File: src/hw/rtl/dual_quadrature_velocity_counter_top_assert.svh
// ----------------------------------------------------------------------------
// dual quadrature velocity counter assertion macros
// immediate-implication and next-cycle property wrappers
// ----------------------------------------------------------------------------
`ifndef DUAL_QUADRATURE_VELOCITY_COUNTER_TOP_ASSERT_SVH
`define DUAL_QUADRATURE_VELOCITY_COUNTER_TOP_ASSERT_SVH

`ifndef SYNTH

// same-cycle implication, sampled on clk, off during reset
`define DQV_ASSERT_IMP(label, ante, cons) \
    label: assert property (@(posedge clk) disable iff (!rst_n) (ante) |-> (cons)) \
        else $error("assertion failed");

// next-cycle implication, sampled on clk, off during reset
`define DQV_ASSERT_NXT(label, ante, cons) \
    label: assert property (@(posedge clk) disable iff (!rst_n) (ante) |=> (cons)) \
        else $error("assertion failed");

`else

`define DQV_ASSERT_IMP(label, ante, cons)
`define DQV_ASSERT_NXT(label, ante, cons)

`endif

`endif

File: src/hw/rtl/dqv_pkg.sv
`timescale 1ns / 1ps
// ----------------------------------------------------------------------------
// dqv_pkg
// shared constants, types and the velocity saturation function
// ----------------------------------------------------------------------------
package dqv_pkg;

    localparam int COUNT_BITS = 16;
    localparam int SCALE_BITS = 16;
    localparam int VEL_BITS   = 16;
    localparam int FRAC_BITS  = 8;
    localparam int FRAC_MASK  = (1 << FRAC_BITS) - 1;
    // signed count times zero-extended unsigned scale
    localparam int PROD_BITS  = COUNT_BITS + SCALE_BITS + 1;
    localparam int QUOT_BITS  = PROD_BITS - FRAC_BITS;

    // 5170 / 256 ~ 20.1953 velocity units per count
    localparam logic [SCALE_BITS-1:0] SCALE_RESET = SCALE_BITS'(5170);

    localparam logic signed [COUNT_BITS-1:0] COUNT_MAX = {1'b0, {(COUNT_BITS-1){1'b1}}};
    localparam logic signed [COUNT_BITS-1:0] COUNT_MIN = ~COUNT_MAX;

    localparam logic signed [VEL_BITS-1:0] VEL_MAX = {1'b0, {(VEL_BITS-1){1'b1}}};
    localparam logic signed [VEL_BITS-1:0] VEL_MIN = ~VEL_MAX;

    typedef enum logic {
        KIND_SAMPLE = 1'b0,
        KIND_TICK   = 1'b1
    } kind_t;

    // what one lane hands to the merge stage
    typedef struct packed {
        logic signed [PROD_BITS-1:0] product;
        logic                        clip;
    } lane_result_t;

    typedef struct packed {
        logic signed [VEL_BITS-1:0] vel;
        logic                       clip;
    } vel_result_t;

    // divide by 256 toward zero, then clip to the velocity range
    function automatic vel_result_t sat_velocity(input logic signed [PROD_BITS-1:0] prod);
        logic signed [PROD_BITS-1:0] biased;
        logic signed [QUOT_BITS-1:0] quot;
        vel_result_t                 res;
        biased = prod + (prod[PROD_BITS-1] ? PROD_BITS'(FRAC_MASK) : '0);
        quot   = biased[PROD_BITS-1:FRAC_BITS];
        if ((&quot[QUOT_BITS-1:VEL_BITS-1]) || !(|quot[QUOT_BITS-1:VEL_BITS-1]))
        begin
            res.vel  = quot[VEL_BITS-1:0];
            res.clip = 1'b0;
        end
        else
        begin
            res.vel  = quot[QUOT_BITS-1] ? VEL_MIN : VEL_MAX;
            res.clip = 1'b1;
        end
        return res;
    endfunction

endpackage

File: src/hw/rtl/dqv_lane.sv
`timescale 1ns / 1ps
// ----------------------------------------------------------------------------
// dqv_lane
// one encoder channel: x2 edge counter with clip flag and scale multiply
// ----------------------------------------------------------------------------
`include "dual_quadrature_velocity_counter_top_assert.svh"

module dqv_lane (
    input  logic                                clk,
    input  logic                                rst_n,
    input  logic                                sample_en,
    input  logic                                tick_en,
    input  logic                                a,
    input  logic                                b,
    input  logic [dqv_pkg::SCALE_BITS-1:0]      scale,
    output dqv_pkg::lane_result_t               result
);

    logic                                   prev_a_reg, prev_a_next;
    logic signed [dqv_pkg::COUNT_BITS-1:0]  count_reg, count_next;
    logic                                   clip_reg, clip_next;
    dqv_pkg::lane_result_t                  result_reg, result_next;
    logic signed [dqv_pkg::SCALE_BITS:0]    scale_s;
    logic                                   edge_seen;

    assign scale_s   = {1'b0, scale};
    assign edge_seen = a != prev_a_reg;

    always_comb
    begin
        prev_a_next = prev_a_reg;
        count_next  = count_reg;
        clip_next   = clip_reg;
        result_next = result_reg;
        if (tick_en)
        begin
            // snapshot into the product stage, then start a new period
            result_next.product = count_reg * scale_s;
            result_next.clip    = clip_reg;
            count_next          = '0;
            clip_next           = 1'b0;
        end
        else if (sample_en)
        begin
            prev_a_next = a;
            if (edge_seen && (a != b))
            begin
                if (count_reg == dqv_pkg::COUNT_MAX)
                    clip_next = 1'b1;
                else
                    count_next = count_reg + 1'b1;
            end
            else if (edge_seen)
            begin
                if (count_reg == dqv_pkg::COUNT_MIN)
                    clip_next = 1'b1;
                else
                    count_next = count_reg - 1'b1;
            end
        end
    end

    always_ff @(posedge clk or negedge rst_n)
    begin
        if (!rst_n)
        begin
            prev_a_reg <= 1'b0;
            count_reg  <= '0;
            clip_reg   <= 1'b0;
        end
        else
        begin
            prev_a_reg <= prev_a_next;
            count_reg  <= count_next;
            clip_reg   <= clip_next;
        end
    end

    always_ff @(posedge clk)
    begin
        result_reg <= result_next;
    end

    assign result = result_reg;

    // a tick starts the period from zero
    `DQV_ASSERT_NXT(a_lane_tick_clears, tick_en, (count_reg == '0) && !clip_reg)
    // the count moves by at most one step per sample
    `DQV_ASSERT_NXT(a_lane_single_step, sample_en && !tick_en, (count_reg == $past(count_reg)) || (count_reg == $past(count_reg) + 1'b1) || (count_reg == $past(count_reg) - 1'b1))

endmodule

File: config.mk
export PLATFORM = sky130hd
export DESIGN_NAME = dqv_lane
export DESIGN_NICKNAME = d
export VERILOG_FILES = /design/src/hw/rtl/dqv_pkg.sv /design/src/hw/rtl/dqv_lane.sv
export VERILOG_INCLUDE_DIRS = /design/src /design/src/hw/rtl
export SDC_FILE = /design/constraint.sdc
export NUM_CORES = 1
export LEC_CHECK = 0
export BUFFER_PORTS_ARGS = -buffer_cell sky130_fd_sc_hd__buf_4
export CAP_MARGIN = 10
export CELL_PAD_IN_SITES_DETAIL_PLACEMENT = 1
export CELL_PAD_IN_SITES_GLOBAL_PLACEMENT = 2
export CORE_UTILIZATION = 41
export CTS_CLUSTER_SIZE = 25
export DETAILED_ROUTE_END_ITERATION = 10
export PLACE_DENSITY = 0.81
export SLEW_MARGIN = 20
export SYNTH_ARGS = -nofsm -noshare
export SYNTH_HDL_FRONTEND = slang
export SYNTH_SLANG_ARGS = --single-unit
File: constraint.sdc
create_clock -name clk -period 8.4 [get_ports clk]
set_clock_uncertainty 0.1 [all_clocks]
set_input_delay 0.84 -clock clk [delete_from_list [all_inputs] [get_ports clk]]
set_output_delay 0.84 -clock clk [all_outputs]
set_load 0.01 [all_outputs]
# Word-level counts from Yosys, hierarchy flattened
# Cells that the tools add are included.
[op_classes]
addsub = 2
multipliers = 1
eq_ne = 7
n_mux = 12
bitwise_logic = 1
reduce_logical = 7
[ops]
columns = ["operator", "count"]
rows = [
  ["$mux W16", 6],
  ["$mul A16 B17 Y33", 1],
  ["$eq A16 B16 Y1 const B", 2],
  ["$add A16 B1 Y16 const B", 1],
  ["$sub A16 B1 Y16 const B", 1],
  ["$reduce_and A4 Y1", 2],
  ["$mux W1", 6],
  ["$ne A3 B3 Y1 const B", 2],
  ["$reduce_bool A3 Y1", 2],
  ["$ne A3 B2 Y1 const B", 1],
  ["$ne A1 B1 Y1", 2],
  ["$reduce_and A2 Y1", 1],
  ["$reduce_bool A2 Y1", 1],
  ["$logic_and A1 B1 Y1", 1],
  ["$not A1 Y1", 1],
]
[word_totals]
regBits = 52
output_inout_bits = 34
word_cells = 35

# Depth between registers and ports, before layout
[logic_depth]
ltp_word = 6
mapped_depth = 23
mapped_depth_nobuf = 20

# Least setup slack after synthesis
# OpenSTA, ideal clock, no wires.
[synth_timing]
path_type = "in2reg"
startpoint = "input port scale[10] (netlist bit)"
endpoint = "register result_reg, in the netlist result[32], data pin"
setup_time_ps = 258
arrival_ps = 5788
t_required_ps = 8042
setup_slack_ps = 2254
path_stages = 18
n_path_buf = 1
cell_sequence = "clkbuf_1 -> nand2_1 -> fa_1 -> fa_1 -> fa_1 -> fa_1 -> inv_1 -> fa_1 -> inv_1 -> fa_1 -> inv_1 -> ha_1 -> nand2_2 -> or2_4 -> o31a_4 -> o31ai_1 -> a21oi_1 -> xnor2_1"
[synth_between]
elab_chain_len = 1
[synth_rtl]
columns = ["element", "line_no", "rtl"]
rows = [
  ["start: declaration", "dqv_lane.sv:15", "input logic [dqv_pkg::SCALE_BITS-1:0] scale,"],
  ["$mul A16 B17 Y33", "dqv_lane.sv:38", "result_next.product = count_reg * scale_s;"],
  ["end signal: assignment", "dqv_lane.sv:81", "result_reg <= result_next;"],
  ["end: declaration", "dqv_lane.sv:22", "dqv_pkg::lane_result_t result_reg, result_next;"],
]
# Every way passes these cells.
# A chain may end at the register's enable or synchronous reset.

# Worst setup path after layout
[layout_timing]
startpoint = "register count_reg[7] (netlist bit)"
endpoint = "register result_reg, in the netlist result[31], data pin"
[layout_between]
elab_chain_len = 1
[layout_rtl]
columns = ["element", "line_no", "rtl"]
rows = [
  ["start: declaration", "dqv_lane.sv:20", "logic signed [dqv_pkg::COUNT_BITS-1:0] count_reg, count_next;"],
  ["start signal: assignment", "dqv_lane.sv:74", "count_reg <= count_next;"],
  ["$mul A16 B17 Y33", "dqv_lane.sv:38", ""],
]
# Every way passes these cells.

==> metrics.txt <==
# TYPE chip_impl_metric gauge
chip_impl_info{name="hold_wc_path_type",value="input port to asynchronous set/reset pin"} 1
chip_impl_metric{name="cts.htree.levels",unit=""} 2
chip_impl_info{name="tritoncts",value="done"} 1
chip_impl_metric{name="rows",unit=""} 61
chip_impl_metric{name="filler_cell_count",unit=""} 3266
chip_impl_metric{name="detail_route.first_pass.iterations",unit=""} 4
chip_impl_info{name="rsz0062_at_grt",value="no"} 1
chip_impl_metric{name="drt-vias-per-instance",unit=""} 5.21
chip_impl_metric{name="route.detailed.drc",unit=""} 0
chip_impl_metric{name="antenna_found_initial",unit=""} 0
chip_impl_metric{name="die_height",unit="um"} 171
chip_impl_info{name="post-synth-top-area-cell",value="sky130_fd_sc_hd__fa_1"} 1
chip_impl_metric{name="cts_inserted_buffers",unit=""} 5
chip_impl_info{name="synth_top_cells_by_count",value="sky130_fd_sc_hd__inv_1 (247), sky130_fd_sc_hd__fa_1 (195), sky130_fd_sc_hd__nand2_1 (158)"} 1
chip_impl_info{name="crit_slowest_cell",value="sky130_fd_sc_hd__dfrtp_1"} 1
chip_impl_metric{name="design.die.area",unit="um2"} 29400
chip_impl_metric{name="multi_input_gate_area",unit="um2"} 9080
chip_impl_metric{name="worstSkewPairLatency",unit="ns"} 0.31
chip_impl_metric{name="initial_utilization",unit="%"} 42.0
chip_impl_metric{name="finalWirelength",unit="um"} 30500
chip_impl_metric{name="detailedPlacementHpwl",unit="um"} 24300
chip_impl_metric{name="ys_ff_latch",unit=""} 52
chip_impl_metric{name="synth-seq-area-share",unit="%"} 12.5
chip_impl_metric{name="fin_crit",unit="ns"} 6.69
chip_impl_info{name="run_status",value="complete, no violations"} 1
chip_impl_info{name="timing.critical_path.from_type",value="flop"} 1
chip_impl_info{name="reg2reg_to",value="result[31]"} 1
chip_impl_metric{name="syn_area",unit="um2"} 11800
chip_impl_info{name="synth.most_common_cell",value="sky130_fd_sc_hd__inv_1"} 1
chip_impl_metric{name="bufs_on_longest_clock_path",unit=""} 2
chip_impl_metric{name="die_width",unit="um"} 171
chip_impl_metric{name="drtIter0Drc",unit=""} 418
chip_impl_metric{name="timing.final.setup_violations",unit=""} 0
chip_impl_metric{name="post-route-period-util",unit="%"} 79.6
chip_impl_metric{name="r2r.worst_path.cells",unit=""} 18
chip_impl_metric{name="detailroute.via_count",unit=""} 8750
chip_impl_metric{name="synthDistinctLibCells",unit=""} 65
chip_impl_metric{name="post_synth.cell_area_avg",unit="um2"} 9.08
chip_impl_metric{name="flip_flop_count_of_the_largest_register_after_layout",unit=""} 34
chip_impl_metric{name="grt_remaining_overflow",unit=""} 0
chip_impl_metric{name="hold_buffers",unit=""} 0
chip_impl_metric{name="timing.fmax",unit="MHz"} 149
chip_impl_metric{name="core_region_area",unit="um2"} 28000
chip_impl_metric{name="ys.warnings.count",unit=""} 0
chip_impl_metric{name="synth_async_sr_flop_share",unit="%"} 34.6
chip_impl_info{name="critical_path_class",value="flop to flop"} 1
chip_impl_metric{name="max_stage_delay",unit="ns"} 0.90
chip_impl_metric{name="timing.critical_path.required",unit="ns"} 8.35
chip_impl_info{name="launch_point_of_the_critical_path",value="count_reg[7]"} 1
chip_impl_metric{name="drt-wirelength-per-cell",unit="um"} 18.1
chip_impl_info{name="worst_setup_path_endpoint",value="result[31]"} 1
chip_impl_metric{name="max-cap-violations",unit=""} 0
chip_impl_info{name="postSynth.topFlopCell",value="sky130_fd_sc_hd__edfxtp_1"} 1
chip_impl_info{name="worstPathCellList",value="nand2_1, fa_1, fa_1, inv_1, fa_1, fa_1, fa_1, inv_1, fa_1, inv_1, ha_1, a21oi_1, o21ai_0, a221oi_1, nand3_1, o21ai_0, mux2i_1, o211ai_1"} 1
chip_impl_metric{name="final_slew_violations",unit=""} 0
chip_impl_metric{name="io-pin-count",unit=""} 56
chip_impl_metric{name="crit_arrival",unit="ns"} 6.64
chip_impl_metric{name="num-nets-final",unit=""} 1653
chip_impl_metric{name="post_cts.resized_instances",unit=""} 0
chip_impl_metric{name="number_of_flops_mapped_to_enable_cells_by_yosys",unit=""} 34
chip_impl_metric{name="port_buffers",unit=""} 55
chip_impl_metric{name="cts.reportedPaths.clkPinSlew",unit="ns"} 0.08
chip_impl_metric{name="regToRegSetupSlack",unit="ns"} 1.71
chip_impl_info{name="critical_path.most_common_cell",value="sky130_fd_sc_hd__fa_1"} 1
chip_impl_info{name="post_synth_main_area_contributors",value="sky130_fd_sc_hd__fa_1 (33%), sky130_fd_sc_hd__ha_1 (14%), sky130_fd_sc_hd__edfxtp_1 (8.7%)"} 1
chip_impl_info{name="cts_root_cell",value="sky130_fd_sc_hd__clkbuf_16"} 1
chip_impl_metric{name="drt.antenna.violating_nets",unit=""} 0
chip_impl_metric{name="path_depth",unit=""} 18
chip_impl_metric{name="post_cts_setup_inserts",unit=""} 0
chip_impl_metric{name="grt_start_max_net_pins",unit=""} 68
chip_impl_metric{name="max_slew.worst_pin.slew",unit="ns"} 0.891
chip_impl_metric{name="grt_pass1_wl",unit="um"} 49600
chip_impl_metric{name="post_route_cells_drive_above_1_share",unit="%"} 6.46
chip_impl_metric{name="cts.sink_count",unit=""} 52
chip_impl_metric{name="grt_usage",unit="%"} 22.0
chip_impl_metric{name="timing.setup.tns",unit="ns"} 0
chip_impl_metric{name="crit_buf_inv",unit=""} 3
chip_impl_metric{name="final_hold_viol_count",unit=""} 0
chip_impl_metric{name="area_growth_syn_to_layout",unit="%"} 6.62
chip_impl_metric{name="critical_path.max_fanout",unit=""} 20
chip_impl_metric{name="maxSlewHeadroom",unit="%"} 40.6
chip_impl_metric{name="synth_cells",unit=""} 1295
chip_impl_metric{name="post_synth_net_total",unit=""} 1648
chip_impl_metric{name="final-seq-area",unit="um2"} 1470
chip_impl_metric{name="synth_top_cell_area_share",unit="%"} 33.2
chip_impl_info{name="critical_path.endpoint_type",value="flop"} 1
chip_impl_info{name="cp_top_family",value="adder cells"} 1
chip_impl_info{name="worst_r2r_startpoint",value="count_reg[7]"} 1
chip_impl_metric{name="gp_congestion",unit=""} 0.832
chip_impl_metric{name="first_global_vias",unit=""} 9585
chip_impl_metric{name="antenna_cells",unit=""} 0
[worst min-delay path by stage]
| stage | from | to | slack, ns | depth (start not counted) |
|---|---|---|---|---|
| 2_1_floorplan | clip_reg | result[0] | 0.33 | 0 |
| 3_3_place_gp | clip_reg | result[0] | 0.33 | 0 |
| 3_5_place_dp | clip_reg | result[0] | 0.36 | 0 |
| 4_1_cts | rst_n | clip_reg | 0.30 | 1 |
| 5_1_grt | rst_n | prev_a_reg | 0.31 | 1 |
| 6_report | rst_n | prev_a_reg | 0.30 | 1 |
[per-stage QoR]
stage | worst slack, ns | utilization [%] | instance area, um2 | hold slack [ns] | cells
floorplan | 2.25 | - | 11800 | 0.326 | 1295
global placement | 1.63 | 44.2 | 12400 | 0.329 | 1671
detailed placement | 1.65 | 44.2 | 12400 | 0.361 | 1671
CTS | 1.75 | 44.8 | 12500 | 0.305 | 1679
global route | 1.37 | 44.8 | 12500 | 0.312 | 1679
finish | 1.71 | 44.8 | 12500 | 0.298 | 1679
[metal layers]
metal / vias to the layer above / global-route usage, % / part of all wire, %
met1: 4547 / 27.7 / 44
met2: 119 / 40.5 / 52
met5: - / 0 / 0
li1: 4057 / - / -
met4: 0 / 5.59 / 1.8
met3: 27 / 1.52 / 2.3
[cell families (layout without fill, tap and decap cells)]
logic type	after synthesis	after routing	synth area share, %
fa+ha+maj	331	331	47.7
simple gates	424	424	18.2
xor+xnor	37	37	2.76
flops	52	52	12.5
mux	10	10	0.862
compound gates	134	134	7.72
buf+inv	307	313	10.3
[worst reg2reg max path, stage by stage (launching register included)]
cell	delay [ns]
sky130_fd_sc_hd__dfrtp_1	0.90
sky130_fd_sc_hd__nand2_1	0.18
sky130_fd_sc_hd__fa_1	0.54
sky130_fd_sc_hd__fa_1	0.52
sky130_fd_sc_hd__inv_1	0.05
sky130_fd_sc_hd__fa_1	0.59
sky130_fd_sc_hd__fa_1	0.45
sky130_fd_sc_hd__fa_1	0.49
sky130_fd_sc_hd__inv_1	0.05
sky130_fd_sc_hd__fa_1	0.48
sky130_fd_sc_hd__inv_1	0.04
sky130_fd_sc_hd__ha_1	0.36
sky130_fd_sc_hd__a21oi_1	0.25
sky130_fd_sc_hd__o21ai_0	0.17
sky130_fd_sc_hd__a221oi_1	0.33
sky130_fd_sc_hd__nand3_1	0.27
sky130_fd_sc_hd__o21ai_0	0.34
sky130_fd_sc_hd__mux2i_1	0.22
sky130_fd_sc_hd__o211ai_1	0.10
[cell type report]
cell class / instances / area share, %
multi-input cells: 936 / 72.4
flip-flops and latches: 52 / 11.7
clock inverters: 2 / 0.0798
inverters: 247 / 7.39
well taps: 378 / 3.77
repair buffers: 58 / 3.47
clock buffers: 6 / 1.11
[layout by cell type (no fill, tap or decap), types with 3 or more instances in the layout]
cell and instances:
sky130_fd_sc_hd__o21bai_1 7, sky130_fd_sc_hd__o21ai_0 23, sky130_fd_sc_hd__fa_1 195, sky130_fd_sc_hd__o211ai_1 3, sky130_fd_sc_hd__xor2_1 11, sky130_fd_sc_hd__nand3_1 11
sky130_fd_sc_hd__o21a_1 4, sky130_fd_sc_hd__clkbuf_16 5, sky130_fd_sc_hd__a211oi_1 6, sky130_fd_sc_hd__nand4_1 10, sky130_fd_sc_hd__a21o_1 11, sky130_fd_sc_hd__nor3b_1 9
sky130_fd_sc_hd__ha_1 136, sky130_fd_sc_hd__mux2i_1 9, sky130_fd_sc_hd__o21ai_1 6, sky130_fd_sc_hd__a21oi_1 39, sky130_fd_sc_hd__nor2b_1 8, sky130_fd_sc_hd__a31oi_1 3
sky130_fd_sc_hd__and2_1 118, sky130_fd_sc_hd__and3_1 3, sky130_fd_sc_hd__a221oi_1 4, sky130_fd_sc_hd__nand2b_1 13, sky130_fd_sc_hd__dfrtp_1 18, sky130_fd_sc_hd__buf_4 58
sky130_fd_sc_hd__a21boi_0 3, sky130_fd_sc_hd__o31ai_1 4, sky130_fd_sc_hd__nand2_1 158, sky130_fd_sc_hd__a311o_1 3, sky130_fd_sc_hd__nor2_1 62, sky130_fd_sc_hd__xnor2_1 26
sky130_fd_sc_hd__inv_1 247, sky130_fd_sc_hd__nor4_1 6, sky130_fd_sc_hd__nor3_1 9, sky130_fd_sc_hd__edfxtp_1 34
Power is not shown: default switching activity piles up to over one toggle a cycle in this logic, so the estimate is an artifact.
