===== src/hw/rtl/dual_quadrature_velocity_counter_top_assert.svh =====
// ----------------------------------------------------------------------------
// dual quadrature velocity counter assertion macros
// immediate-implication and next-cycle property wrappers
// ----------------------------------------------------------------------------
`ifndef DUAL_QUADRATURE_VELOCITY_COUNTER_TOP_ASSERT_SVH
`define DUAL_QUADRATURE_VELOCITY_COUNTER_TOP_ASSERT_SVH

`ifndef SYNTH

// same-cycle implication, sampled on clk, off during reset
`define DQV_ASSERT_IMP(label, ante, cons) \
    label: assert property (@(posedge clk) disable iff (!rst_n) (ante) |-> (cons)) \
        else $error("assertion failed");

// next-cycle implication, sampled on clk, off during reset
`define DQV_ASSERT_NXT(label, ante, cons) \
    label: assert property (@(posedge clk) disable iff (!rst_n) (ante) |=> (cons)) \
        else $error("assertion failed");

`else

`define DQV_ASSERT_IMP(label, ante, cons)
`define DQV_ASSERT_NXT(label, ante, cons)

`endif

`endif


===== src/hw/rtl/dqv_pkg.sv =====
`timescale 1ns / 1ps
// ----------------------------------------------------------------------------
// dqv_pkg
// shared constants, types and the velocity saturation function
// ----------------------------------------------------------------------------
package dqv_pkg;

    localparam int COUNT_BITS = 16;
    localparam int SCALE_BITS = 16;
    localparam int VEL_BITS   = 16;
    localparam int FRAC_BITS  = 8;
    localparam int FRAC_MASK  = (1 << FRAC_BITS) - 1;
    // signed count times zero-extended unsigned scale
    localparam int PROD_BITS  = COUNT_BITS + SCALE_BITS + 1;
    localparam int QUOT_BITS  = PROD_BITS - FRAC_BITS;

    // 5170 / 256 ~ 20.1953 velocity units per count
    localparam logic [SCALE_BITS-1:0] SCALE_RESET = SCALE_BITS'(5170);

    localparam logic signed [COUNT_BITS-1:0] COUNT_MAX = {1'b0, {(COUNT_BITS-1){1'b1}}};
    localparam logic signed [COUNT_BITS-1:0] COUNT_MIN = ~COUNT_MAX;

    localparam logic signed [VEL_BITS-1:0] VEL_MAX = {1'b0, {(VEL_BITS-1){1'b1}}};
    localparam logic signed [VEL_BITS-1:0] VEL_MIN = ~VEL_MAX;

    typedef enum logic {
        KIND_SAMPLE = 1'b0,
        KIND_TICK   = 1'b1
    } kind_t;

    // what one lane hands to the merge stage
    typedef struct packed {
        logic signed [PROD_BITS-1:0] product;
        logic                        clip;
    } lane_result_t;

    typedef struct packed {
        logic signed [VEL_BITS-1:0] vel;
        logic                       clip;
    } vel_result_t;

    // divide by 256 toward zero, then clip to the velocity range
    function automatic vel_result_t sat_velocity(input logic signed [PROD_BITS-1:0] prod);
        logic signed [PROD_BITS-1:0] biased;
        logic signed [QUOT_BITS-1:0] quot;
        vel_result_t                 res;
        biased = prod + (prod[PROD_BITS-1] ? PROD_BITS'(FRAC_MASK) : '0);
        quot   = biased[PROD_BITS-1:FRAC_BITS];
        if ((&quot[QUOT_BITS-1:VEL_BITS-1]) || !(|quot[QUOT_BITS-1:VEL_BITS-1]))
        begin
            res.vel  = quot[VEL_BITS-1:0];
            res.clip = 1'b0;
        end
        else
        begin
            res.vel  = quot[QUOT_BITS-1] ? VEL_MIN : VEL_MAX;
            res.clip = 1'b1;
        end
        return res;
    endfunction

endpackage


===== src/hw/rtl/dqv_merge.sv =====
`timescale 1ns / 1ps
// ----------------------------------------------------------------------------
// dqv_merge
// joins both lanes: truncation toward zero, int16 clipping and the output word register
// ----------------------------------------------------------------------------
module dqv_merge (
    input  logic                                clk,
    input  logic                                rst_n,
    input  logic                                s1_valid,
    input  dqv_pkg::lane_result_t               left_res,
    input  dqv_pkg::lane_result_t               right_res,
    output logic                                take,
    output logic                                out_valid,
    input  logic                                out_stall,
    output logic signed [dqv_pkg::VEL_BITS-1:0] left_velocity,
    output logic signed [dqv_pkg::VEL_BITS-1:0] right_velocity,
    output logic                                saturated
);

    dqv_pkg::vel_result_t                left_sat, right_sat;
    logic                                valid_reg, valid_next;
    logic signed [dqv_pkg::VEL_BITS-1:0] left_reg, left_next;
    logic signed [dqv_pkg::VEL_BITS-1:0] right_reg, right_next;
    logic                                sat_reg, sat_next;

    assign left_sat  = dqv_pkg::sat_velocity(left_res.product);
    assign right_sat = dqv_pkg::sat_velocity(right_res.product);

    // output register free or being emptied this cycle
    assign take = !valid_reg || !out_stall;

    always_comb
    begin
        valid_next = valid_reg;
        left_next  = left_reg;
        right_next = right_reg;
        sat_next   = sat_reg;
        if (take)
        begin
            valid_next = s1_valid;
            if (s1_valid)
            begin
                left_next  = left_sat.vel;
                right_next = right_sat.vel;
                sat_next   = left_sat.clip | right_sat.clip | left_res.clip | right_res.clip;
            end
        end
    end

    always_ff @(posedge clk or negedge rst_n)
    begin
        if (!rst_n)
            valid_reg <= 1'b0;
        else
            valid_reg <= valid_next;
    end

    always_ff @(posedge clk)
    begin
        left_reg  <= left_next;
        right_reg <= right_next;
        sat_reg   <= sat_next;
    end

    assign out_valid      = valid_reg;
    assign left_velocity  = left_reg;
    assign right_velocity = right_reg;
    assign saturated      = sat_reg;

endmodule

===== config.mk =====
export PLATFORM = sky130hd
export DESIGN_NAME = dqv_merge
export DESIGN_NICKNAME = d
export VERILOG_FILES = /design/src/hw/rtl/dual_quadrature_velocity_counter_top_assert.svh /design/src/hw/rtl/dqv_pkg.sv /design/src/hw/rtl/dqv_merge.sv
export SDC_FILE = /design/constraint.sdc
export NUM_CORES = 1
export LEC_CHECK = 0
export BUFFER_PORTS_ARGS = -buffer_cell sky130_fd_sc_hd__clkbuf_2
export CELL_PAD_IN_SITES_DETAIL_PLACEMENT = 1
export CELL_PAD_IN_SITES_GLOBAL_PLACEMENT = 1
export CORE_MARGIN = 2
export CORE_UTILIZATION = 36
export DETAILED_ROUTE_END_ITERATION = 6
export PLACE_DENSITY = 0.84
export SYNTH_ARGS = -nofsm -noshare
export SYNTH_HDL_FRONTEND = slang
export SYNTH_SLANG_ARGS = --single-unit

===== constraint.sdc =====
create_clock -name clk -period 1.95 [get_ports clk]
set_input_delay 0.39 -clock clk [delete_from_list [all_inputs] [get_ports clk]]
set_output_delay 0.39 -clock clk [all_outputs]
set_load 0.005 [all_outputs]

# After elaboration in Yosys (flattened, before gate mapping)
# Index checks and enable logic that the tools add are counted.
# W data, S select, Z words.
[classes]
mul = 0
n_reduce_logical = 12
n_bitwise = 3
addsub = 2
n_mux = 6
n_lt_le_gt_ge = 0
eq_ne = 0
n_shift = 0
n_div = 0
[op_table]
columns = ["cell", "count"]
rows = [
  ["$add A33 B8 Y33", 2],
  ["$mux W17", 2],
  ["$mux W16", 2],
  ["$reduce_and A10 Y1", 2],
  ["$reduce_or A10 Y1", 2],
  ["$mux W8", 2],
  ["$logic_not A1 Y1", 4],
  ["$logic_or A1 B1 Y1", 3],
  ["$or A1 B1 Y1", 3],
  ["$reduce_and A2 Y1", 1],
]
[totals]
mem_bits_rw = 0
n_memories = 0
mem_bits_ro = 0
in_bits = 72
latchBits = 0
ff_bits = 34

# Longest topological paths before layout
# Gate-level depths: netlist of run 1.
[logic_depth]
ltp_word = 9
depth_mapped = 11
mapped_depth_nobuf = 9

# Worst setup path after synthesis of run 1
# OpenSTA, ideal clock, no wires.
[synth_timing]
path_type = "input to register"
start = "in right_res[3] (netlist name)"
end = "reg sat_reg, in the netlist saturated (data pin)"
setup_time_ps = 272
arrival_ps = 2544
required_time_ps = 1678
path_stages = 9
slack_ps = -866
cell_sequence = "ha_1 > a211oi_1 > a211oi_2 > a211oi_4 > nor3_4 > nand3_1 > mux2i_1 > a41oi_2 > or4_1"
[synth_between]
elab_chain_cells = 8
elab_cells_between_ends = 9
classes_between = "add/sub: 1; mux: 1; bitwise: 3; reduce/logical: 4"
[synth_rtl]
columns = ["element", "line_no", "text"]
rows = [
  ["start: declaration", "dqv_merge.sv:11", "input dqv_pkg::lane_result_t right_res,"],
  ["$add A33 B8 Y33 (*)", "dqv_pkg.sv:47", "biased = prod + (prod[PROD_BITS-1] ? PROD_BITS'(FRAC_MASK) : '0);"],
  ["$reduce_or A10 Y1", "dqv_pkg.sv:49", "if ((&quot[QUOT_BITS-1:VEL_BITS-1]) || !(|quot[QUOT_BITS-1:VEL_BITS-1]))"],
  ["$logic_not A1 Y1", "dqv_pkg.sv:49", ""],
  ["$logic_or A1 B1 Y1 (*)", "dqv_pkg.sv:49", ""],
  ["$mux W17 (*)", "dqv_pkg.sv:49", ""],
  ["$or A1 B1 Y1 (*) (3 in a row)", "dqv_merge.sv:45", "sat_next = left_sat.clip | right_sat.clip | left_res.clip | right_res.clip;"],
  ["end signal: assignment", "dqv_merge.sv:62", "sat_reg <= sat_next;"],
  ["end: declaration", "dqv_merge.sv:24", "logic sat_reg, sat_next;"],
]
# Every way passes the cells marked *; elsewhere a longest branch is shown, timed or not.
# A chain may end at the register's enable or synchronous reset.

==> results of run 1 <==
[cell families (layout without fill, tap and decap cells)]
group                    Yosys count  in the layout  synth area share (%)
XOR/XNOR                          34             34                  11.4
buffers and inverters             13            229                  2.01
AND/OR/NAND/NOR                  111            111                  24.3
adder cells (fa/ha/maj)           14             14                  6.72
AO/OA/AOI/OAI                     56             56                  15.1
flip-flops                        34             34                  39.0
multiplexers                       4              4                  1.54
[cells in the mapped netlist (3+ instances only)]
cell       n
a211oi_1   6
nor2_1    18
o21ai_0   19
clkbuf_1   4
nand4_1    7
nand3_1   16
a21oi_1    3
mux2i_1    4
and2_1    13
ha_1      14
o22ai_1    7
nor3_1     7
buf_2      3
nand2_1   19
xnor2_1   20
and3_1    10
edfxtp_1  33
nor4_1     3
xor2_1    14
inv_1      5
[worst paths after layout]
path | start | to
worst max-delay path | right_res[33] | right_velocity[1]$_DFFE_PP_
worst max register to register | out_valid$_DFFE_PN0N_ | right_velocity[8]$_DFFE_PP_
worst min-delay path | s1_valid | out_valid$_DFFE_PN0N_
worst min register to register | out_valid$_DFFE_PN0N_ | out_valid$_DFFE_PN0N_
min in group asynchronous | rst_n | out_valid$_DFFE_PN0N_
max in group asynchronous | rst_n | out_valid$_DFFE_PN0N_
[critical path, cell delays in order]
cell and delay, ps:
clkbuf_16 150, ha_4 280, nand4_1 120, a211oi_2 340
a211oi_4 90, nor3_4 160, buf_12 160, nand3_2 120
xor2_2 280, a41oi_2 220, buf_4 250, o21ai_0 700
[metal layers]
metal / part of all wire [%] / wire, um / vias to the layer above / track usage, %
met2: 51 / 8140 / 210 / 62.2
met1: 34 / 5370 / 1656 / 33.8
met3: 8.2 / 1310 / 89 / 9.60
met5: 0.12 / 19 / - / 0
met4: 7.0 / 1120 / 2 / 18.2
li1: - / - / 1436 / -
[power breakdown]
group          internal, uW  switching (uW)  total [uW]
clock network           513             305         817
logic                   379             424         802
registers               853            23.7         877
[timing repair]
action | CTS | global route
resized for setup | 66 | 34
endpoints found under the setup margin | 33 | 33
pin swaps | 33 | 23
hold endpoints to repair | 1 | 0
gates cloned | 4 | 1
setup buffers | 12 | 12
hold buffers | 1 | 0
[stage by stage]
| step | power (uW) | hold WS (ps) |
|---|---|---|
| global placement | 1400 | 165 |
| detailed placement | 1450 | 171 |
| floorplan | 1110 | 94.4 |
| CTS | 2340 | 309 |
| global route | 2570 | 310 |
| finish | 2500 | 307 |
[cell type report]
cell class / instances / area, sq um / share of cell area [%]
Multi-Input combinational cell: 219 / 2100 / 42.8
Sequential cell: 34 / 1020 / 20.7
Clock buffer: 5 / 68.8 / 1.40
Clock inverter: 3 / 68.8 / 1.40
Tap cell: 99 / 124 / 2.53
Inverter: 6 / 23.8 / 0.485
Timing Repair Buffer: 215 / 1500 / 30.6
[state kept, by name, summed over array words and instances (netlist names)]
signal / cells
out_valid: 1
saturated: 1
left_velocity: 16
right_velocity: 16
==> flow_summary.yaml, run 1 <==
run_status:
  outcome: "finished, violations left"
  violations: "negative setup slack"
timing:
  fin_crit_sh_pct: 170
  worst_pin_slew_ps: 854
  hold_violations: 0
  fmax_mhz: 302
  rsz0062_at_grt: "true"
  clock_skew_ps: 13.0
  fin_ws_ps: -1360
  tns_ps: -24040
  slew_violations: 0
  finalSetupViolCount: 33
  period_needed_ps: 3310
  maxSlewHeadroom_pct: 42.5
floorplanning:
  io-pin-count: 107
  start_util_pct: 36.5
  fp-row-count: 31
  die-area_sq_um: 7940
  fp.dieW_um: 89.1
  die_h_um: 89.1
  core_sq_um: 7140
placed_design:
  dpl.hpwl_um: 7620
  dp_slack_ps: -1160
  dpl.cell_count: 546
  portBuffers: 106
  placed_cell_area_sq_um: 4000
  place.gp.congestion: 0.867
yosys:
  synth_cell_types: 50
  avgSynthCellArea_sq_um: 9.80
  yosys_warnings: 0
  synth_ff_type: "edfxtp_1"
  synth_fp_nets: 352
  synth-seq-area-share_pct: 39.0
  yosys.area.top_type: "edfxtp_1"
  ys_ff_latch: 34
  synth.cell_area_sq_um: 2610
  synth.area.top_cells: "edfxtp_1 (38%), ha_1 (6.7%), xnor2_1 (6.7%), xor2_1 (4.7%), o21ai_0 (3.6%)"
  synth_edf_count: 33
  async_flop_share_pct: 2.94
  synth_top_area_share_pct: 38.0
  syn_inst: 266
routing:
  route.detailed.drc: 0
  routed_via_density: 5.84
  ant_nets: 0
  dr.pass1.iters: 4
  dr.first_iter.drc_count: 281
  wl_per_cell_um: 27.5
  finalWirelength_um: 16000
  dr_total_vias: 3393
clock_tree:
  root_buffer: "clkbuf_8"
  cts_tree: "yes"
  clock_latency_ps: 300
  clk_pin_slew_ps: 90
  clock-sinks: 34
  clk_path_buf_depth: 2
  cts_buffers: 5
  h-tree-depth: 2
setup_path:
  crit_type: "primary input to flip-flop"
  r2r_setup_slack_ps: 460
  end_kind: "flip-flop"
  r2r_cells: 3
  cp_max_fo: 15
  critPathLaunchType: "primary input"
  crit_required_ps: 1930
  crit_arrival_ps: 3300
finish:
  nFillCells: 794
  diodes: 0
  area_delta_synth_final_pct: 87.9
  final_util_pct: 68.6
  layout_commonest_cell: "clkbuf_2"
  nets: 567
  design_area_sq_um: 4900
  final_cell_mix: "clkbuf_2 (104), buf_4 (91), edfxtp_1 (33)"
  final_cell_count_no_fill: 581
  final_layout_size_suffix_gt1_share_pct: 62.2
power_and_ir_drop:
  ir_drop_uv: 242
  p_leak_uw: 0.00207
  power.density_nw_per_um2: 510
global_routing:
  grt_pass1_wl_um: 19700
  first_global_vias: 3593
  gr-total-overflow: 0
  antenna_found_initial: 2
  grt_max_degree: 34
  grt_use_total_pct: 33.6
job:
  drv_cap: 0
hold_path:
  holdPathStages: 2
  min_path_type: "primary input to flip-flop"
Note: power is estimated with default switching activity, not from simulation.
==> run 2: changes to the inputs <==
CORE_ASPECT_RATIO = 0.8   (was not set)
GPL_ROUTABILITY_DRIVEN = 1   (was not set)
==> run 2 against run 1 <==
  * The run still ends with negative setup slack left
  * Clock power increased by 5.6%
  * Clock skew increased by 2.0 ps
  * Cell area increased by 0.87%
  * Register-to-register slack improved by 160 ps
  * Via count increased by 9.5%
  * Sequential share of layout area decreased by 0.18 points
  * Non-clock buffer count decreased by 9
  * Maximum frequency increased by 4.9%
  * Utilization increased by 2.4 points
  * Worst setup slack improved by 150 ps
  * Sequential power about the same
  * Critical endpoint is now saturated$_DFFE_PP_
  * Highest routed layer is now met4
==> flow_summary.yaml, run 2 (synthesis results as in run 1) <==
run_status:
  outcome: "finished, violations left"
  violations: "negative setup slack"
global_routing:
  first_global_vias: 3743
  gr-total-overflow: 0
  grt_pass1_wl_um: 21900
  antenna_found_initial: 1
  grt_max_degree: 34
  grt_use_total_pct: 37.2
setup_path:
  critPathLaunchType: "primary input"
  crit_required_ps: 2000
  crit_arrival_ps: 3210
  end_kind: "flip-flop"
  crit_type: "primary input to flip-flop"
  cp_max_fo: 5
clock_tree:
  cts_buffers: 5
  root_buffer: "clkbuf_8"
  clk_pin_slew_ps: 90
  h-tree-depth: 2
  cts_tree: "yes"
  clock-sinks: 34
  clk_path_buf_depth: 2
  clock_latency_ps: 310
routing:
  routed_via_density: 6.62
  dr.pass1.iters: 5
  route.detailed.drc: 0
  wl_per_cell_um: 32.7
  dr.first_iter.drc_count: 315
  finalWirelength_um: 18300
  dr_total_vias: 3715
  ant_nets: 0
power_and_ir_drop:
  power.density_nw_per_um2: 523
  ir_drop_uv: 422
  p_leak_uw: 0.00208
floorplanning:
  die-area_sq_um: 7940
  io-pin-count: 107
  fp.dieW_um: 99.2
  start_util_pct: 37.5
  fp-row-count: 27
  core_sq_um: 6960
  die_h_um: 80.1
timing:
  fmax_mhz: 317
  fin_ws_ps: -1210
  fin_crit_sh_pct: 162
  clock_skew_ps: 15.0
  finalSetupViolCount: 33
  worst_pin_slew_ps: 476
  hold_violations: 0
  maxSlewHeadroom_pct: 68.1
  holdWs_ps: 351
  slew_violations: 0
  period_needed_ps: 3160
  rsz0062_at_grt: "true"
finish:
  final_util_pct: 71.0
  final_cell_count_no_fill: 561
  nets: 558
  final_cell_mix: "clkbuf_2 (104), buf_4 (80), edfxtp_1 (33)"
  layout_commonest_cell: "clkbuf_2"
  area_delta_synth_final_pct: 89.5
  design_area_sq_um: 4940
  nFillCells: 742
  final_layout_size_suffix_gt1_share_pct: 64.5
placed_design:
  place.gp.congestion: 0.869
  dpl.cell_count: 534
  dp_slack_ps: -1280
  dpl.hpwl_um: 7880
  placed_cell_area_sq_um: 4000
  portBuffers: 106
job:
  drv_cap: 0
hold_path:
  min_path_type: "primary input to flip-flop"
run 2: cell types whose count changed in the layout (fill, tap and decap cells not counted), sizes merged:
cell	delta
buf	-8
diode	+1
clkbuf	-1
run 2: power by group:
group	switching, uW	internal [uW]
logic	464	381
clock network	349	513
registers	21.9	853
total	835	1750
run 2: critical path, cell delays in order:
cell,delay [ps]
clkbuf_16,150
ha_4,270
nand4_1,140
a221oi_4,260
buf_4,160
o211ai_1,170
xnor2_1,240
o22a_1,270
nor4_4,450
mux2i_2,170
or4_4,530
run 2: final timing paths:
check,start,end,slack (ps),cells past startpoint
max in group asynchronous,rst_n,out_valid$_DFFE_PN0N_,1440,2
worst max register to register,out_valid$_DFFE_PN0N_,right_velocity[14]$_DFFE_PP_,620,3
worst min register to register,out_valid$_DFFE_PN0N_,out_valid$_DFFE_PN0N_,660,2
worst max-delay path,left_res[33],saturated$_DFFE_PP_,-1210,11
worst min-delay path,s1_valid,out_valid$_DFFE_PN0N_,350,2
min in group asynchronous,rst_n,out_valid$_DFFE_PN0N_,410,2
run 2: metal layers:
metal | vias up | track usage, % | part of all wire, %
met2 | 391 | 70.0 | 47
met3 | 153 | 6.35 | 9.2
met5 | - | 0 | 0
met4 | 0 | 17.8 | 9.0
li1 | 1420 | - | -
met1 | 1751 | 40.6 | 35
run 2: metrics by stage:
stage / setup TNS (ps) / total power, uW
3_5_place_dp: -37030 / 1460
5_1_grt: -30730 / 2620
2_1_floorplan: -15760 / 1110
4_1_cts: -21660 / 2380
6_report: -28780 / 2580
3_3_place_gp: -29660 / 1410
run 2: final cells by class:
class	count	area [sq um]	area share (%)
repair buffers	206	1460	29.6
diodes	1	2.50	0.0506
inverters	6	23.8	0.481
multi-input cells	219	2190	44.3
flip-flops and latches	34	1020	20.6
clock buffers	5	68.8	1.39
well taps	87	109	2.20
clock inverters	3	68.8	1.39
run 2: what timing repair did:
item,4_1_cts,5_1_grt
gates cloned,3,1
resized for setup,82,51
hold buffers,1,0
buffers inserted,9,10
pin swaps,20,19
hold endpoints to repair,1,0
setup endpoints to repair,33,33
==> run 3: changes to the inputs <==
PLACE_DENSITY = not set   (was 0.84)
PLACE_DENSITY_LB_ADDON = 0.1   (was not set)
==> run 3 against run 2 <==
  * The flow still finishes with violations (negative setup slack)
  * Utilization is 0.93 points lower
  * Worst hold slack worse by 32 ps
  * Wire length is 20% lower
  * Global-route usage is 7.0 points lower
  * Clock skew is 6.0 ps lower
  * Sequential share of layout area is 0.27 points higher
  * Maximum frequency is 17% higher
  * Sequential cell count stayed put
  * Clock power is 4.5% lower
  * Cell area is 1.3% lower
  * Critical path depth stayed put
  * Largest cell class unchanged
  * Largest power group unchanged
  * Highest routed layer unchanged
==> flow_summary.yaml, run 3 (synthesis results as in run 1) <==
run_status:
  outcome: "finished, violations left"
  violations: "negative setup slack"
global_routing:
  antenna_found_initial: 0
  grt_use_total_pct: 30.1
  first_global_vias: 3502
  grt_pass1_wl_um: 18300
  gr-total-overflow: 0
  grt_max_degree: 34
clock_tree:
  cts_tree: "yes"
  h-tree-depth: 2
  clk_pin_slew_ps: 80
  clk_path_buf_depth: 2
  root_buffer: "clkbuf_8"
  clock_latency_ps: 310
  clock-sinks: 34
  cts_buffers: 5
timing:
  holdWs_ps: 319
  rsz0062_at_grt: "true"
  hold_violations: 0
  slew_violations: 0
  maxSlewHeadroom_pct: 66.5
  fmax_mhz: 371
  finalSetupViolCount: 33
  fin_ws_ps: -744
  clock_skew_ps: 8.98
  fin_crit_sh_pct: 138
  worst_pin_slew_ps: 498
  period_needed_ps: 2690
  tns_ps: -20110
routing:
  routed_via_density: 6.09
  dr.first_iter.drc_count: 250
  finalWirelength_um: 14700
  ant_nets: 0
  met2WireLength_um: 7580
  route.detailed.drc: 0
  top_layer: "met4"
  route.met3.wl_um: 1000
  wl_per_cell_um: 26.0
  dr.pass1.iters: 5
  wl_met1_um: 5370
  dr_total_vias: 3441
placed_design:
  place.gp.congestion: 0.873
  dpl.hpwl_um: 7180
  portBuffers: 106
power_and_ir_drop:
  power.density_nw_per_um2: 506
  ir_drop_uv: 359
  p_leak_uw: 0.00208
floorplanning:
  die_h_um: 80.1
  fp.dieW_um: 99.2
  fp-row-count: 27
  start_util_pct: 37.5
  die-area_sq_um: 7940
  core_sq_um: 6960
  io-pin-count: 107
setup_path:
  end_kind: "flip-flop"
  crit_arrival_ps: 2730
  critPathLaunchType: "primary input"
  r2r_setup_slack_ps: 700
  crit_type: "primary input to flip-flop"
  cp_max_fo: 5
  crit_chain: "clkbuf_16 -> ha_4 -> nand4_1 -> a211oi_2 -> a211oi_4 -> buf_4 -> nor3_1 -> and3_1 -> nand3_1 -> xor2_1 -> o21ai_1"
  worst_path_max_delay_cell: "nor3_1"
  crit_required_ps: 1990
  max_stage_delay_ps: 450
hold_path:
  min_path_type: "primary input to flip-flop"
finish:
  nets: 563
  final_layout_size_suffix_gt1_share_pct: 63.4
  multi_input_area_sq_um: 2090
  nFillCells: 753
  final_cell_mix: "clkbuf_2 (104), buf_4 (85), edfxtp_1 (33)"
  diodes: 0
  ff_latch_area_sq_um: 1020
  layout_commonest_cell: "clkbuf_2"
  final_util_pct: 70.1
  area_delta_synth_final_pct: 87.0
job:
  drv_cap: 0
[run 3: layer usage]
metal | GRT usage, % | vias to the layer above
met5 | 0 | -
met4 | 11.5 | 0
met3 | 4.44 | 72
met2 | 58.6 | 242
met1 | 33.0 | 1701
li1 | - | 1426
[run 3: timing repair]
item,CTS,global route
setup buffers,7,9
endpoints found under the hold margin,1,0
hold buffers,1,0
resized for setup,82,30
endpoints found under the setup margin,33,33
pin swaps,24,30
gates cloned,5,0
[run 3: critical path, delay by kind of cell]
kind | cells | cell delay (ps)
fa+ha+maj | 1 | 280
buf+inv | 2 | 320
compound gates | 3 | 520
simple gates | 4 | 1000
xor+xnor | 1 | 210
[run 3: path summary, 6_finish.rpt]
kind	from	endpoint	depth (start not counted)
worst max register to register	out_valid$_DFFE_PN0N_	left_velocity[4]$_DFFE_PP_	3
worst min register to register	out_valid$_DFFE_PN0N_	out_valid$_DFFE_PN0N_	2
max in group asynchronous	rst_n	out_valid$_DFFE_PN0N_	2
worst min-delay path	s1_valid	out_valid$_DFFE_PN0N_	2
min in group asynchronous	rst_n	out_valid$_DFFE_PN0N_	2
worst max-delay path	right_res[33]	right_velocity[10]$_DFFE_PP_	11
[run 3: power by group]
part	switching [uW]	total (uW)	leakage (uW)	internal, uW
clock	311	824	0.0000683	513
combinational	399	773	0.00169	373
sequential	16.4	869	0.000321	852
[run 3: per-stage QoR]
step / area (sq um) / setup WS [ps] / total power [uW] / std cells
floorplan: 2760 / -737 / 1110 / 266
global placement: 4020 / -993 / 1420 / 537
detailed placement: 4020 / -1170 / 1450 / 537
CTS: 4660 / -612 / 2350 / 557
global route: 4880 / -852 / 2520 / 565
finish: 4880 / -744 / 2470 / 565
[run 3: cell type report]
cell class | count | share of cell area, %
multi-input combinational | 219 | 42.9
timing repair buffer | 211 | 30.7
sequential | 34 | 20.8
tap | 87 | 2.23
clock buffer | 5 | 1.41
clock inverter | 3 | 1.41
inverter | 6 | 0.488
